==> src/rtl/sfe_pkg.sv <==
// shared types and constants of the stuffed frame encoder
package sfe_pkg;

   localparam int BYTE_W      = 8;
   localparam int CSR_IDX_W   = 2;
   localparam int QUEUE_DEPTH = 2;
   localparam int NUM_PHASES  = 8;

   // register indexes of the configuration port
   localparam logic [CSR_IDX_W-1:0] REG_START = 2'd0;
   localparam logic [CSR_IDX_W-1:0] REG_STOP  = 2'd1;
   localparam logic [CSR_IDX_W-1:0] REG_PAD   = 2'd2;

   localparam logic [BYTE_W-1:0] START_RESET = 8'h02;
   localparam logic [BYTE_W-1:0] STOP_RESET  = 8'h03;
   localparam logic [BYTE_W-1:0] PAD_RESET   = 8'h10;

   // output words an item can produce, in line order
   typedef enum logic [2:0] {
      PH_START_A = 3'd0,
      PH_START_B = 3'd1,
      PH_DATA    = 3'd2,
      PH_DATA_PAD = 3'd3,
      PH_CHECK   = 3'd4,
      PH_CHECK_PAD = 3'd5,
      PH_STOP_A  = 3'd6,
      PH_STOP_B  = 3'd7
   } phase_type;

   typedef struct packed {
      logic [BYTE_W-1:0] start_char;
      logic [BYTE_W-1:0] stop_char;
      logic [BYTE_W-1:0] pad_char;
   } cfg_type;

   // classified item handed from front to back
   typedef struct packed {
      logic              need_start;
      logic [BYTE_W-1:0] data;
      logic              data_stuff;
      logic              last;
      logic [BYTE_W-1:0] check;
      logic              check_stuff;
   } cmd_type;

endpackage

==> src/rtl/sfe_if.sv <==
// channel interfaces of the stuffed frame encoder

interface sfe_req_if;
   logic                       valid;
   logic                       ready;
   logic [sfe_pkg::BYTE_W-1:0] data_byte;
   logic                       last_byte;

   modport source (output valid, output data_byte, output last_byte, input ready);
   modport sink (input valid, input data_byte, input last_byte, output ready);
endinterface

interface sfe_rsp_if;
   logic                       valid;
   logic                       ready;
   logic [sfe_pkg::BYTE_W-1:0] out_byte;
   logic                       run_last;
   logic                       frame_done;

   modport source (output valid, output out_byte, output run_last, output frame_done,
                   input ready);
   modport sink (input valid, input out_byte, input run_last, input frame_done,
                 output ready);
endinterface

interface sfe_csr_if;
   logic                          valid;
   logic                          ready;
   logic [sfe_pkg::CSR_IDX_W-1:0] index;
   logic [sfe_pkg::BYTE_W-1:0]    data;

   modport source (output valid, output index, output data, input ready);
   modport sink (input valid, input index, input data, output ready);
endinterface

==> src/rtl/sfe_front.sv <==
// front end: accepts content words, tracks frame state and checksum, classifies
module sfe_front (
   input  logic             clock,
   input  logic             reset,
   input  sfe_pkg::cfg_type cfg,
   sfe_req_if.sink          req_if,
   output sfe_pkg::cmd_type push_cmd,
   output logic             push_valid,
   input  logic             push_ready
);
   import sfe_pkg::*;

   logic              in_frame_ff, in_frame_in;
   logic [BYTE_W-1:0] sum_ff, sum_in;
   logic [BYTE_W-1:0] sum_next;
   logic [BYTE_W-1:0] check;
   logic              accept;

   assign req_if.ready = push_ready;
   assign push_valid   = req_if.valid;
   assign accept       = req_if.valid && push_ready;

   // sum restarts with each frame
   assign sum_next = (in_frame_ff ? sum_ff : '0) + req_if.data_byte;
   assign check    = BYTE_W'(~sum_next + 1'b1);

   always_comb begin
      push_cmd.need_start  = !in_frame_ff;
      push_cmd.data        = req_if.data_byte;
      push_cmd.data_stuff  = (req_if.data_byte == cfg.start_char) ||
                             (req_if.data_byte == cfg.stop_char);
      push_cmd.last        = req_if.last_byte;
      push_cmd.check       = check;
      push_cmd.check_stuff = (check == cfg.start_char) || (check == cfg.stop_char);

      in_frame_in = in_frame_ff;
      sum_in      = sum_ff;
      if (accept) begin
         in_frame_in = !req_if.last_byte;
         sum_in      = req_if.last_byte ? '0 : sum_next;
      end
   end

   always_ff @(posedge clock) begin
      if (reset) begin
         in_frame_ff <= 1'b0;
         sum_ff      <= '0;
      end else begin
         in_frame_ff <= in_frame_in;
         sum_ff      <= sum_in;
      end
   end

endmodule

==> src/rtl/sfe_queue.sv <==
// short command queue between front and back
module sfe_queue #(
   parameter int DEPTH = sfe_pkg::QUEUE_DEPTH
) (
   input  logic             clock,
   input  logic             reset,
   input  sfe_pkg::cmd_type push_cmd,
   input  logic             push_valid,
   output logic             push_ready,
   output sfe_pkg::cmd_type pop_cmd,
   output logic             pop_valid,
   input  logic             pop_ready
);
   import sfe_pkg::*;

   localparam int PTR_W = (DEPTH > 1) ? $clog2(DEPTH) : 1;
   localparam int CNT_W = $clog2(DEPTH + 1);

   cmd_type            mem_ff [DEPTH];
   logic [PTR_W-1:0]   wr_ptr_ff, wr_ptr_in;
   logic [PTR_W-1:0]   rd_ptr_ff, rd_ptr_in;
   logic [CNT_W-1:0]   count_ff, count_in;
   logic               do_push, do_pop;

   assign push_ready = (count_ff != CNT_W'(DEPTH));
   assign pop_valid  = (count_ff != '0);
   assign pop_cmd    = mem_ff[rd_ptr_ff];
   assign do_push    = push_valid && push_ready;
   assign do_pop     = pop_valid && pop_ready;

   always_comb begin
      wr_ptr_in = wr_ptr_ff;
      rd_ptr_in = rd_ptr_ff;
      count_in  = count_ff;
      if (do_push) begin
         wr_ptr_in = (wr_ptr_ff == PTR_W'(DEPTH - 1)) ? '0 : wr_ptr_ff + PTR_W'(1);
      end
      if (do_pop) begin
         rd_ptr_in = (rd_ptr_ff == PTR_W'(DEPTH - 1)) ? '0 : rd_ptr_ff + PTR_W'(1);
      end
      if (do_push && !do_pop) begin
         count_in = count_ff + CNT_W'(1);
      end else if (do_pop && !do_push) begin
         count_in = count_ff - CNT_W'(1);
      end
   end

   always_ff @(posedge clock) begin
      if (reset) begin
         wr_ptr_ff <= '0;
         rd_ptr_ff <= '0;
         count_ff  <= '0;
      end else begin
         wr_ptr_ff <= wr_ptr_in;
         rd_ptr_ff <= rd_ptr_in;
         count_ff  <= count_in;
      end
   end

   always_ff @(posedge clock) begin
      if (do_push) begin
         mem_ff[wr_ptr_ff] <= push_cmd;
      end
   end

endmodule

==> src/rtl/sfe_back.sv <==
// back end: steps through the words of each command into the output register
module sfe_back (
   input  logic             clock,
   input  logic             reset,
   input  sfe_pkg::cfg_type cfg,
   input  sfe_pkg::cmd_type pop_cmd,
   input  logic             pop_valid,
   output logic             pop_ready,
   sfe_rsp_if.source        rsp_if
);
   import sfe_pkg::*;

   logic [NUM_PHASES-1:0] mask;
   logic [NUM_PHASES-1:0] done_ff, done_in;
   logic [NUM_PHASES-1:0] remain;
   logic [NUM_PHASES-1:0] cur_onehot;
   phase_type             cur_phase;
   logic                  is_last;
   logic                  can_load;
   logic                  emit;
   logic [BYTE_W-1:0]     cur_byte;

   logic              valid_ff, valid_in;
   logic [BYTE_W-1:0] byte_ff;
   logic              run_last_ff;
   logic              frame_done_ff;

   // words the head command needs
   always_comb begin
      mask[PH_START_A]   = pop_cmd.need_start;
      mask[PH_START_B]   = pop_cmd.need_start;
      mask[PH_DATA]      = 1'b1;
      mask[PH_DATA_PAD]  = pop_cmd.data_stuff;
      mask[PH_CHECK]     = pop_cmd.last;
      mask[PH_CHECK_PAD] = pop_cmd.last && pop_cmd.check_stuff;
      mask[PH_STOP_A]    = pop_cmd.last;
      mask[PH_STOP_B]    = pop_cmd.last;
   end

   assign remain = mask & ~done_ff;

   // lowest pending word goes next
   always_comb begin
      cur_phase = PH_STOP_B;
      for (int i = NUM_PHASES - 1; i >= 0; i--) begin
         if (remain[i]) begin
            cur_phase = phase_type'(i[2:0]);
         end
      end
   end

   assign cur_onehot = NUM_PHASES'(1) << cur_phase;
   assign is_last    = ((remain & ~cur_onehot) == '0);
   assign can_load   = !valid_ff || rsp_if.ready;
   assign emit       = pop_valid && can_load;
   assign pop_ready  = emit && is_last;

   always_comb begin
      unique case (cur_phase)
         PH_START_A, PH_START_B:  cur_byte = cfg.start_char;
         PH_DATA:                 cur_byte = pop_cmd.data;
         PH_CHECK:                cur_byte = pop_cmd.check;
         PH_DATA_PAD, PH_CHECK_PAD: cur_byte = cfg.pad_char;
         PH_STOP_A, PH_STOP_B:    cur_byte = cfg.stop_char;
         default:                 cur_byte = cfg.stop_char;
      endcase
   end

   always_comb begin
      done_in  = done_ff;
      valid_in = valid_ff;
      if (rsp_if.ready) begin
         valid_in = 1'b0;
      end
      if (emit) begin
         valid_in = 1'b1;
         done_in  = is_last ? '0 : (done_ff | cur_onehot);
      end
   end

   always_ff @(posedge clock) begin
      if (reset) begin
         done_ff  <= '0;
         valid_ff <= 1'b0;
      end else begin
         done_ff  <= done_in;
         valid_ff <= valid_in;
      end
   end

   always_ff @(posedge clock) begin
      if (emit) begin
         byte_ff       <= cur_byte;
         run_last_ff   <= is_last;
         frame_done_ff <= (cur_phase == PH_STOP_B);
      end
   end

   assign rsp_if.valid      = valid_ff;
   assign rsp_if.out_byte   = byte_ff;
   assign rsp_if.run_last   = run_last_ff;
   assign rsp_if.frame_done = frame_done_ff;

endmodule

==> src/rtl/stuffed_frame_encoder_with_checksum.sv <==
// top level of the byte-stuffing frame encoder with sum checksum
//
//   channel  dir  payload                              handshake
//   req_if   in   data_byte[8], last_byte              valid/ready
//   rsp_if   out  out_byte[8], run_last, frame_done    valid/ready
//   csr_if   in   index[2], data[8]                    valid/ready (always ready)
//
// one output word per cycle while rsp ready is high; an item yields 1 line word
// for a plain middle byte up to 8 for a one-byte frame, set by the back end
// sequencer. a new word is accepted every cycle while the command queue
// (QUEUE_DEPTH entries) has room. reset clears frame state, checksum, queue and
// output register, and loads start 0x02, stop 0x03, pad 0x10. low rsp ready
// holds the output register; the queue then fills and req ready drops.
module stuffed_frame_encoder_with_checksum #(
   parameter int QUEUE_DEPTH = sfe_pkg::QUEUE_DEPTH
) (
   input logic     clock,
   input logic     reset,
   sfe_req_if.sink   req_if,
   sfe_rsp_if.source rsp_if,
   sfe_csr_if.sink   csr_if
);
   import sfe_pkg::*;

   cfg_type cfg_ff, cfg_in;
   cmd_type push_cmd;
   logic    push_valid, push_ready;
   cmd_type pop_cmd;
   logic    pop_valid, pop_ready;

   // the config register takes a write whenever one is offered, so the port never stalls
   assign csr_if.ready = 1'b1;

   always_comb begin
      cfg_in = cfg_ff;
      if (csr_if.valid) begin
         case (csr_if.index)
            REG_START: cfg_in.start_char = csr_if.data;
            REG_STOP:  cfg_in.stop_char  = csr_if.data;
            REG_PAD:   cfg_in.pad_char   = csr_if.data;
            default:   cfg_in = cfg_ff;   // unmapped index, ignored
         endcase
      end
   end

   always_ff @(posedge clock) begin
      if (reset) begin
         cfg_ff.start_char <= START_RESET;
         cfg_ff.stop_char  <= STOP_RESET;
         cfg_ff.pad_char   <= PAD_RESET;
      end else begin
         cfg_ff <= cfg_in;
      end
   end

   // front: frame state, running sum, delimiter match
   sfe_front u_front (
      .clock      (clock),
      .reset      (reset),
      .cfg        (cfg_ff),
      .req_if     (req_if),
      .push_cmd   (push_cmd),
      .push_valid (push_valid),
      .push_ready (push_ready)
   );

   // decouples accept from emission
   sfe_queue #(
      .DEPTH (QUEUE_DEPTH)
   ) u_queue (
      .clock      (clock),
      .reset      (reset),
      .push_cmd   (push_cmd),
      .push_valid (push_valid),
      .push_ready (push_ready),
      .pop_cmd    (pop_cmd),
      .pop_valid  (pop_valid),
      .pop_ready  (pop_ready)
   );

   // back: one line word per cycle into the output register, while it is empty or rsp ready is high
   sfe_back u_back (
      .clock     (clock),
      .reset     (reset),
      .cfg       (cfg_ff),
      .pop_cmd   (pop_cmd),
      .pop_valid (pop_valid),
      .pop_ready (pop_ready),
      .rsp_if    (rsp_if)
   );

   // closing word always ends the item's run
   a_done_is_last: assert property (@(posedge clock) disable iff (reset)
      rsp_if.valid && rsp_if.frame_done |-> rsp_if.run_last)
      else $error("frame_done without run_last");

   // closing word carries the stop character
   a_done_is_stop: assert property (@(posedge clock) disable iff (reset)
      rsp_if.valid && rsp_if.frame_done |-> rsp_if.out_byte == cfg_ff.stop_char)
      else $error("frame_done on a non-stop word");

   // output register empty right after reset
   a_reset_empty: assert property (@(posedge clock)
      $past(reset) |-> !rsp_if.valid)
      else $error("output valid after reset");

endmodule

==> src/flat_wrapper.sv <==
// flat-port wrapper written by rule: the top's interface ports become plain ports
module stuffed_frame_encoder_with_checksum_flat import sfe_pkg::*;
#(
   parameter int QUEUE_DEPTH = sfe_pkg::QUEUE_DEPTH
)
  (clock, reset, req_if_valid, req_if_data_byte, req_if_last_byte, req_if_ready, rsp_if_valid, rsp_if_out_byte, rsp_if_run_last, rsp_if_frame_done, rsp_if_ready, csr_if_valid, csr_if_index, csr_if_data, csr_if_ready);
  sfe_req_if req_if_i ();
  sfe_rsp_if rsp_if_i ();
  sfe_csr_if csr_if_i ();
  input logic clock;
  input logic reset;
  input wire logic [$bits(req_if_i.valid)-1:0] req_if_valid;
  input wire logic [$bits(req_if_i.data_byte)-1:0] req_if_data_byte;
  input wire logic [$bits(req_if_i.last_byte)-1:0] req_if_last_byte;
  output wire logic [$bits(req_if_i.ready)-1:0] req_if_ready;
  output wire logic [$bits(rsp_if_i.valid)-1:0] rsp_if_valid;
  output wire logic [$bits(rsp_if_i.out_byte)-1:0] rsp_if_out_byte;
  output wire logic [$bits(rsp_if_i.run_last)-1:0] rsp_if_run_last;
  output wire logic [$bits(rsp_if_i.frame_done)-1:0] rsp_if_frame_done;
  input wire logic [$bits(rsp_if_i.ready)-1:0] rsp_if_ready;
  input wire logic [$bits(csr_if_i.valid)-1:0] csr_if_valid;
  input wire logic [$bits(csr_if_i.index)-1:0] csr_if_index;
  input wire logic [$bits(csr_if_i.data)-1:0] csr_if_data;
  output wire logic [$bits(csr_if_i.ready)-1:0] csr_if_ready;
  assign req_if_i.valid = req_if_valid;
  assign req_if_i.data_byte = req_if_data_byte;
  assign req_if_i.last_byte = req_if_last_byte;
  assign req_if_ready = req_if_i.ready;
  assign rsp_if_valid = rsp_if_i.valid;
  assign rsp_if_out_byte = rsp_if_i.out_byte;
  assign rsp_if_run_last = rsp_if_i.run_last;
  assign rsp_if_frame_done = rsp_if_i.frame_done;
  assign rsp_if_i.ready = rsp_if_ready;
  assign csr_if_i.valid = csr_if_valid;
  assign csr_if_i.index = csr_if_index;
  assign csr_if_i.data = csr_if_data;
  assign csr_if_ready = csr_if_i.ready;
  stuffed_frame_encoder_with_checksum #(.QUEUE_DEPTH(QUEUE_DEPTH)) u_core (.clock(clock), .reset(reset), .req_if(req_if_i), .rsp_if(rsp_if_i), .csr_if(csr_if_i));
endmodule
==> config.mk <==
export PLATFORM = sky130hd
export DESIGN_NAME = stuffed_frame_encoder_with_checksum_flat
export DESIGN_NICKNAME = d
export VERILOG_FILES = /design/src/rtl/sfe_pkg.sv /design/src/rtl/sfe_if.sv /design/src/rtl/sfe_front.sv /design/src/rtl/sfe_queue.sv /design/src/rtl/sfe_back.sv /design/src/rtl/stuffed_frame_encoder_with_checksum.sv /design/src/flat_wrapper.sv
export SDC_FILE = /design/constraint.sdc
export NUM_CORES = 1
export LEC_CHECK = 0
export BUFFER_PORTS_ARGS = -buffer_cell sky130_fd_sc_hd__buf_4
export CAP_MARGIN = 20
export CORE_MARGIN = 3
export CORE_UTILIZATION = 60
export CTS_CLUSTER_DIAMETER = 80
export DETAILED_ROUTE_END_ITERATION = 6
export PLACE_DENSITY = 0.9
export SLEW_MARGIN = 40
export SYNTH_ARGS = -nofsm -noshare
export SYNTH_HDL_FRONTEND = slang
export SYNTH_SLANG_ARGS = --single-unit
==> constraint.sdc <==
create_clock -name clock -period 4.2 [get_ports clock]
set_input_delay 0.84 -clock clock [delete_from_list [all_inputs] [get_ports clock]]
set_output_delay 0.84 -clock clock [all_outputs]
set_load 0.01 [all_outputs]
==> key figures, run 1 <==
Status
  • Status: finished, final reports clean

Layout
  • Antenna diodes: 0
  • Post-route cell area: 0.00551 mm^2
  • Synth-to-layout area growth: 11.4%
  • Final core utilization: 70.2%
  • Final non-filler cell total: 602
  • # nets final: 530
  • Commonest cells after routing, fill and taps aside: 67 x nor2_1, 50 x edfxtp_1, 47 x dfxtp_1
  • Leading cell type in the layout, fill and taps excluded: nor2_1
  • Fraction of layout cells with a size suffix above 1: 16.6%

Logic synthesis
  • Mapped Avg Cell Area: 10.7 um^2
  • Post-synthesis compound-gate area fraction: 12.4%
  • Yosys cell types: 66
  • Synthesized flop and latch total: 97
  • Largest family of logic cells by synthesized area: simple AND/OR/NAND/NOR gates
  • Ys async rst share: 0%
  • Adder-Cell Fraction of Synth Area: 2.68%
  • Sequential share of the synthesized area: 49.4%
  • Synth Net Count: 497
  • Simple-gate area share of the yosys netlist: 14.7%
  • EDFF count, synth: 50
  • Synthesized instance count: 463
  • Multiplexer share of the synthesized area: 8.83%
  • Mapped Area: 0.00494 mm^2
  • Most common flop cell mapped by yosys: edfxtp_1
  • Synth Area in XOR/XNOR: 8.58%
  • Total of warnings raised by yosys: 0

Power and ir drop
  • Combinational power share: 18.3%
  • Clock group share of total power: 29.3%
  • Pwr dens: 398 mW/mm^2
  • Power Internal: 1.57 mW
  • NetSw: 0.616 mW
  • Leakage: 2.07 nW
  • Pwr Total: 2.19 mW
  • Peak VDD IR: 180 uV
  • Flop pwr share: 52.4%
  • Sw Share: 28.1%

Detailed routing
  • Iteration-0 DRC Markers: 322
  • Routed WL: 11400 um
  • # DRC: 0
  • Via count: 3766
  • DRT Pass-1 Iters: 5
  • Remaining antenna violation count after routing: 0
  • Vias per inst: 6.26
  • Wire length per cell: 18.9 um

Worst setup path
  • Crit path cell chain: buf_4 > nand3b_1 > a21oi_1 > or4_1 > a211oi_1 > o21ai_0 > a222oi_1 > buf_4 > and2_1 > inv_2 > ha_1 > or3_1 > a21oi_1
  • R2R Path End: u_core.u_queue.count_ff[1]
  • Reg2reg path depth: 13
  • CP Data Required Time: 4.50 ns
  • WP data arrival: 4.18 ns
  • Crit-path slowest cell: or4_1
  • CP Capture Type: flop
  • Nature of the critical path startpoint: flop
  • Critical path class: reg2reg
  • Slowest stage delay, CP: 0.58 ns
  • Reg2Reg Setup Slack: 0.32 ns
  • Critical path buffers and inverters: 3
  • CP Max Fanout: 19
  • Crit path max-delay family: simple AND/OR/NAND/NOR gates

Timing
  • Fin crit period: 3.88 ns
  • Clock Skew: 0.0170 ns
  • Max Clock Freq: 258 MHz
  • Hold Worst Slack: 0.493 ns
  • Final Slew Violations: 0
  • Final worst-path cycle share: 92.4%
  • Worst setup margin: 0.317 ns
  • RSZ-0062 raised after global routing: false
  • Max_slew headroom: 47.0%
  • Setup TNS Final: 0 ns
  • Final setup violation count: 0
  • Final hold vios: 0
  • Slew @ Worst Pin: 0.792 ns

Global routing
  • Total congestion overflow: 0
  • Pin count of the biggest net entering global routing: 45
  • Initial antenna violation count: 0
  • Global-route wire length before repair: 18300 um
  • Vias in the first global route: 3684
  • Total track usage: 24.3%

Floorplanning
  • CORE AREA: 0.00785 mm^2
  • Die H: 96.8 um
  • Die width: 96.8 um
  • DIE AREA: 0.00937 mm^2
  • FP Rows: 32
  • Top Ports: 37
  • Starting density of the core: 63.0%

Clock tree
  • Inserted Clock Buffers: 9
  • Worst-path clk slew: 0.10 ns
  • Clock sinks: 97
  • Clock Tree Root: clkbuf_8
  • Clk Latency, worst-skew pair: 0.36 ns
  • CTS Buffer Depth: 2
  • Htree depth: 3
  • Hold-fix buffers at CTS: 0
  • Post-CTS resize count: 0
  • TritonCTS clock tree: built

Place
  • GPL Wtd Cong: 0.919
  • Placed cells: 585
  • Placed instance area: 0.00529 mm^2
  • Post-detail-place hpwl: 7900 um
  • Dpl ws: 0.165 ns
  • Port buffer count: 35

Worst hold path
  • Min-delay src: u_core.u_front.sum_ff[2]
  • Worst Hold Path Cells: 2
  • Hold Path Sink: u_core.u_front.sum_ff[2]
  • Hold crit path type: reg2reg

Run
  • MaxCap Viol Count: 0
-- synthesized netlist by cell type (3+ instances only) --
cell type,instances,share of area [%]
nor2b_1,3,0.38
a211o_1,6,1.1
inv_1,15,1.1
a221oi_1,9,1.6
nand3b_1,3,0.46
mux2_2,8,1.8
o21ai_0,17,1.7
o21a_1,6,0.91
nor2_1,67,5.1
dfxtp_1,47,19
ha_1,9,2.3
nor3b_1,3,0.46
xnor2_1,28,5.0
and2_1,7,0.89
nand2b_1,4,0.51
nand2_1,17,1.3
nor3_1,12,1.2
a22oi_1,4,0.61
edfxtp_1,50,30
a21oi_1,27,2.7
nor4_1,4,0.51
xor2_1,9,1.6
nand4_1,5,0.63
xnor3_1,3,1.4
nand3_1,5,0.51
a21o_1,3,0.46
a31oi_1,3,0.38
clkbuf_1,15,1.1
mux2i_1,31,6.3
-- cell families after synthesis --
group                    after synthesis
AND/OR/NAND/NOR                      145
flip-flops                            97
AO/OA/AOI/OAI                         90
XOR/XNOR                              42
multiplexers                          41
buffers and inverters                 37
adder cells (fa/ha/maj)               10
other                                  1
-- area by class of cell --
type / count / area (um^2)
inverter: 17 / 63.8
clock inverter: 5 / 58.8
timing repair buffer: 42 / 315
fill: 563 / 2340
multi-input combinational: 329 / 2350
clock buffer: 10 / 149
tap: 102 / 128
sequential: 97 / 2440
-- per-layer routing --
layer,part of all wire [%],up-vias,track usage (%)
met5,0,-,0
met4,2.3,0,8.32
met3,8.6,30,5.05
li1,-,1736,-
met1,41,1798,32.0
met2,48,202,40.1
-- state kept, by name (all words and copies together) (netlist names), 2 cells and up, named ones only --
register / cells
u_core.u_front.sum_ff: 8
u_core.cfg_ff: 24
u_core.u_queue.count_ff: 2
u_core.u_queue.mem_ff: 40
u_core.u_back.rsp_if.out_byte: 8
u_core.u_back.done_ff: 8
-- power by group through the flow --
| stage | Combinational, mW | Sequential (mW) | Clock [mW] |
|---|---|---|---|
| after CTS | 0.397 | 1.15 | 0.647 |
| after detailed placement | 0.392 | 1.17 | 0 |
| after global placement | 0.377 | 1.16 | 0 |
| after floorplan | 0.249 | 1.16 | 0 |
| final | 0.402 | 1.15 | 0.642 |
| after global routing | 0.438 | 1.16 | 0.680 |
-- worst reg2reg max path: stages, from the launching register on --
cell and delay, ns:
dfxtp_1 0.49, buf_4 0.36, nand3b_1 0.16, a21oi_1 0.12, or4_1 0.58, a211oi_1 0.25
o21ai_0 0.11, a222oi_1 0.34, buf_4 0.19, and2_1 0.31, inv_2 0.06, ha_1 0.33
or3_1 0.38, a21oi_1 0.13
-- worst max-delay path by stage --
stage                                              to  depth (start not counted)  slack, ns                start
after floorplan           u_core.u_queue.mem_ff[0][0]                         11       0.61  req_if_data_byte[0]
after global placement    u_core.u_queue.mem_ff[0][0]                         12       0.36  req_if_data_byte[0]
after detailed placement  u_core.u_queue.mem_ff[0][0]                         12       0.16  req_if_data_byte[0]
after CTS                  u_core.u_queue.count_ff[1]                         12       0.30                 flop
after global routing       u_core.u_queue.count_ff[1]                         13       0.08                 flop
final                      u_core.u_queue.count_ff[1]                         13       0.32                 flop
-- repair_timing --
item,CTS,global route
endpoints found under the setup margin,0,1
buffers inserted,0,2
endpoints found under the hold margin,0,0
(Power assumes the default switching activity.)
==> run 2: changes to the inputs <==
--- a/config.mk
+++ b/config.mk
@@ -12,6 +12,7 @@
 export CTS_CLUSTER_DIAMETER = 80
 export DETAILED_ROUTE_END_ITERATION = 6
 export PLACE_DENSITY = 0.9
+export REMOVE_ABC_BUFFERS = 1
 export SLEW_MARGIN = 40
 export SYNTH_ARGS = -nofsm -noshare
 export SYNTH_HDL_FRONTEND = slang
==> key figures, run 2 (synthesis results as in run 1) <==
Global routing
  • Vias in the first global route: 3972 (was 3684)
  • Initial antenna violation count: 0 (unchanged)
  • Pin count of the biggest net entering global routing: 45 (unchanged)
  • Total congestion overflow: 0 (unchanged)
  • Total track usage: 25.9% (was 24.3%)
  • Global-route wire length before repair: 19500 um (was 18300 um)

Run
  • MaxCap Viol Count: 0 (unchanged)

Timing
  • Slew @ Worst Pin: 0.743 ns (was 0.792 ns)
  • Final Slew Violations: 0 (unchanged)
  • Final setup violation count: 0 (unchanged)
  • Final worst-path cycle share: 89.0% (was 92.4%)
  • Final hold vios: 0 (unchanged)
  • Max_slew headroom: 50.3% (was 47.0%)
  • Max Clock Freq: 268 MHz (was 258 MHz)
  • RSZ-0062 raised after global routing: false (unchanged)
  • Clock Skew: 0.0124 ns (was 0.0170 ns)
  • Setup TNS Final: 0 ns (unchanged)
  • Fin crit period: 3.74 ns (was 3.88 ns)

Worst setup path
  • RR Startpoint: u_core.u_front.in_frame_ff
  • R2R Path End: u_core.u_queue.mem_ff[1][0] (was u_core.u_queue.count_ff[1])
  • CP Capture Type: flop (unchanged)
  • Nature of the critical path startpoint: flop (unchanged)
  • Critical path buffers and inverters: 1 (was 3)
  • Crit path cell chain: and2_1 > ha_1 > inv_1 > fa_1 > nand2b_1 > a21oi_2 > xor2_2 > nor3_4 > xnor3_1 > or4b_1 > o32a_1 > mux2i_1 (was buf_4 > nand3b_1 > a21oi_1 > or4_1 > a211oi_1 > o21ai_0 > a222oi_1 > buf_4 > and2_1 > inv_2 > ha_1 > or3_1 > a21oi_1)
  • Critical path class: reg2reg (unchanged)
  • CP Data Required Time: 4.39 ns (was 4.50 ns)
  • Crit path max-delay family: simple AND/OR/NAND/NOR gates (unchanged)
  • Slowest stage delay, CP: 0.53 ns (was 0.58 ns)
  • Reg2Reg Setup Slack: 0.46 ns (was 0.32 ns)
  • Crit-path slowest cell: dfxtp_1 (was or4_1)
  • Reg2reg path depth: 12 (was 13)
  • WP data arrival: 3.93 ns (was 4.18 ns)
  • CP Max Fanout: 10 (was 19)

Power and ir drop
  • Power Internal: 1.50 mW (was 1.57 mW)
  • Pwr dens: 388 mW/mm^2 (was 398 mW/mm^2)
  • NetSw: 0.630 mW (was 0.616 mW)
  • Sw Share: 29.6% (was 28.1%)
  • Clock group share of total power: 27.3% (was 29.3%)
  • Combinational power share: 18.8% (was 18.3%)
  • Peak VDD IR: 218 uV (was 180 uV)
  • Flop pwr share: 53.9% (was 52.4%)
  • Leakage: 2.06 nW (was 2.07 nW)

Clock tree
  • Inserted Clock Buffers: 9 (unchanged)
  • Clock Tree Root: clkbuf_8 (unchanged)
  • Htree depth: 3 (unchanged)
  • Clk Latency, worst-skew pair: 0.37 ns (was 0.36 ns)
  • Worst-path clk slew: 0.09 ns (was 0.10 ns)
  • TritonCTS clock tree: built (unchanged)
  • Setup bufs post-CTS: 0 (unchanged)
  • CTS Buffer Depth: 2 (unchanged)
  • Clock sinks: 97 (unchanged)

Worst hold path
  • Min-delay src: u_core.cfg_ff[4] (was u_core.u_front.sum_ff[2])
  • Worst Hold Path Cells: 1 (was 2)
  • Hold Path Sink: u_core.cfg_ff[4] (was u_core.u_front.sum_ff[2])
  • Hold crit path type: reg2reg (unchanged)

Layout
  • Fraction of layout cells with a size suffix above 1: 16.8% (was 16.6%)
  • Final core utilization: 69.9% (was 70.2%)
  • Max FFs per register: 40 (unchanged)
  • Antenna diodes: 0 (unchanged)
  • Synth-to-layout area growth: 10.9% (was 11.4%)
  • Largest regs: u_core.u_queue.mem_ff (40), u_core.cfg_ff (24) (unchanged)
  • Top reg by flops: u_core.u_queue.mem_ff (unchanged)
  • Leading cell type in the layout, fill and taps excluded: nor2_1 (unchanged)
  • Commonest cells after routing, fill and taps aside: 67 x nor2_1, 50 x edfxtp_1, 46 x dfxtp_1 (was 67 x nor2_1, 50 x edfxtp_1, 47 x dfxtp_1)
  • # nets final: 530 (unchanged)

Detailed routing
  • Iteration-0 DRC Markers: 319 (was 322)
  • Routed WL: 11800 um (was 11400 um)
  • # DRC: 0 (unchanged)
  • Remaining antenna violation count after routing: 0 (unchanged)
  • Vias per inst: 6.40 (was 6.26)
  • Via count: 3857 (was 3766)
  • DRT Pass-1 Iters: 6 (was 5)
  • Wire length per cell: 19.5 um (was 18.9 um)

Floorplanning
  • Starting density of the core: 63.0% (unchanged)
  • DIE AREA: 0.00937 mm^2 (unchanged)
  • FP Rows: 32 (unchanged)
  • Top Ports: 37 (unchanged)
  • Die H: 96.8 um (unchanged)
  • CORE AREA: 0.00785 mm^2 (unchanged)
  • Die width: 96.8 um (unchanged)

Place
  • Post-detail-place hpwl: 8130 um (was 7900 um)
  • Port buffer count: 35 (unchanged)
  • GPL Wtd Cong: 1.01 (was 0.919)

Status
  • Status: finished, final reports clean (unchanged)
run 2: worst register-to-register path, stage by stage (launching register included):
cell      delay (ns)
dfxtp_1         0.53
and2_1          0.19
ha_1            0.20
inv_1           0.07
fa_1            0.41
nand2b_1        0.19
a21oi_2         0.18
xor2_2          0.14
nor3_4          0.30
xnor3_1         0.38
or4b_1          0.49
o32a_1          0.30
mux2i_1         0.20
run 2: how the worst max path moves through the flow:
stage,start,depth (start not counted),end
2_1_floorplan,flop,11,u_core.u_queue.count_ff[1]
3_3_place_gp,req_if_data_byte[0],12,u_core.u_queue.mem_ff[0][0]
3_5_place_dp,req_if_data_byte[0],12,u_core.u_queue.mem_ff[0][0]
4_1_cts,flop,12,u_core.u_queue.count_ff[1]
5_1_grt,flop,12,u_core.u_queue.count_ff[1]
6_report,u_core.u_front.in_frame_ff,12,u_core.u_queue.mem_ff[1][0]
run 2: stage by stage:
stage / hold WS, ns / cell area [um^2] / instances / power, mW / setup WS, ns
after floorplan: 0.437 / 4840 / 443 / 1.40 / 0.418
after detailed placement: 0.459 / 5300 / 587 / 1.56 / 0.235
after global placement: 0.451 / 5290 / 587 / 1.53 / 0.364
after CTS: 0.480 / 5480 / 603 / 2.13 / 0.272
final: 0.481 / 5480 / 603 / 2.13 / 0.462
after global routing: 0.511 / 5480 / 603 / 2.22 / 0.210
run 2: timing repair:
item / 4_1_cts / 5_1_grt
gates resized for setup: 0 / 1
endpoints found under the setup margin: 0 / 1
hold buffers: 0 / 0
run 2: power groups by stage:
stage | Sequential, mW | Combinational, mW | Clock [mW]
final | 1.15 | 0.401 | 0.581
after global routing | 1.16 | 0.437 | 0.627
after CTS | 1.15 | 0.397 | 0.586
after detailed placement | 1.17 | 0.392 | 0
after global placement | 1.16 | 0.374 | 0
after floorplan | 1.17 | 0.234 | 0
run 2: area by class of cell:
type                       instances  area, um^2
clock buffer                      10         138
clock inverter                     6        47.5
fill                             579        2360
inverter                          17        63.8
multi-input combinational        329        2350
sequential                        97        2440
tap                              102         128
timing repair buffer              42         315
run 2: routing by layer:
layer / share of wire [%] / global-route usage, %
met5: 0 / 0
met4: 3.5 / 12.7
met3: 8.2 / 5.55
met2: 49 / 42.4
met1: 39 / 32.6
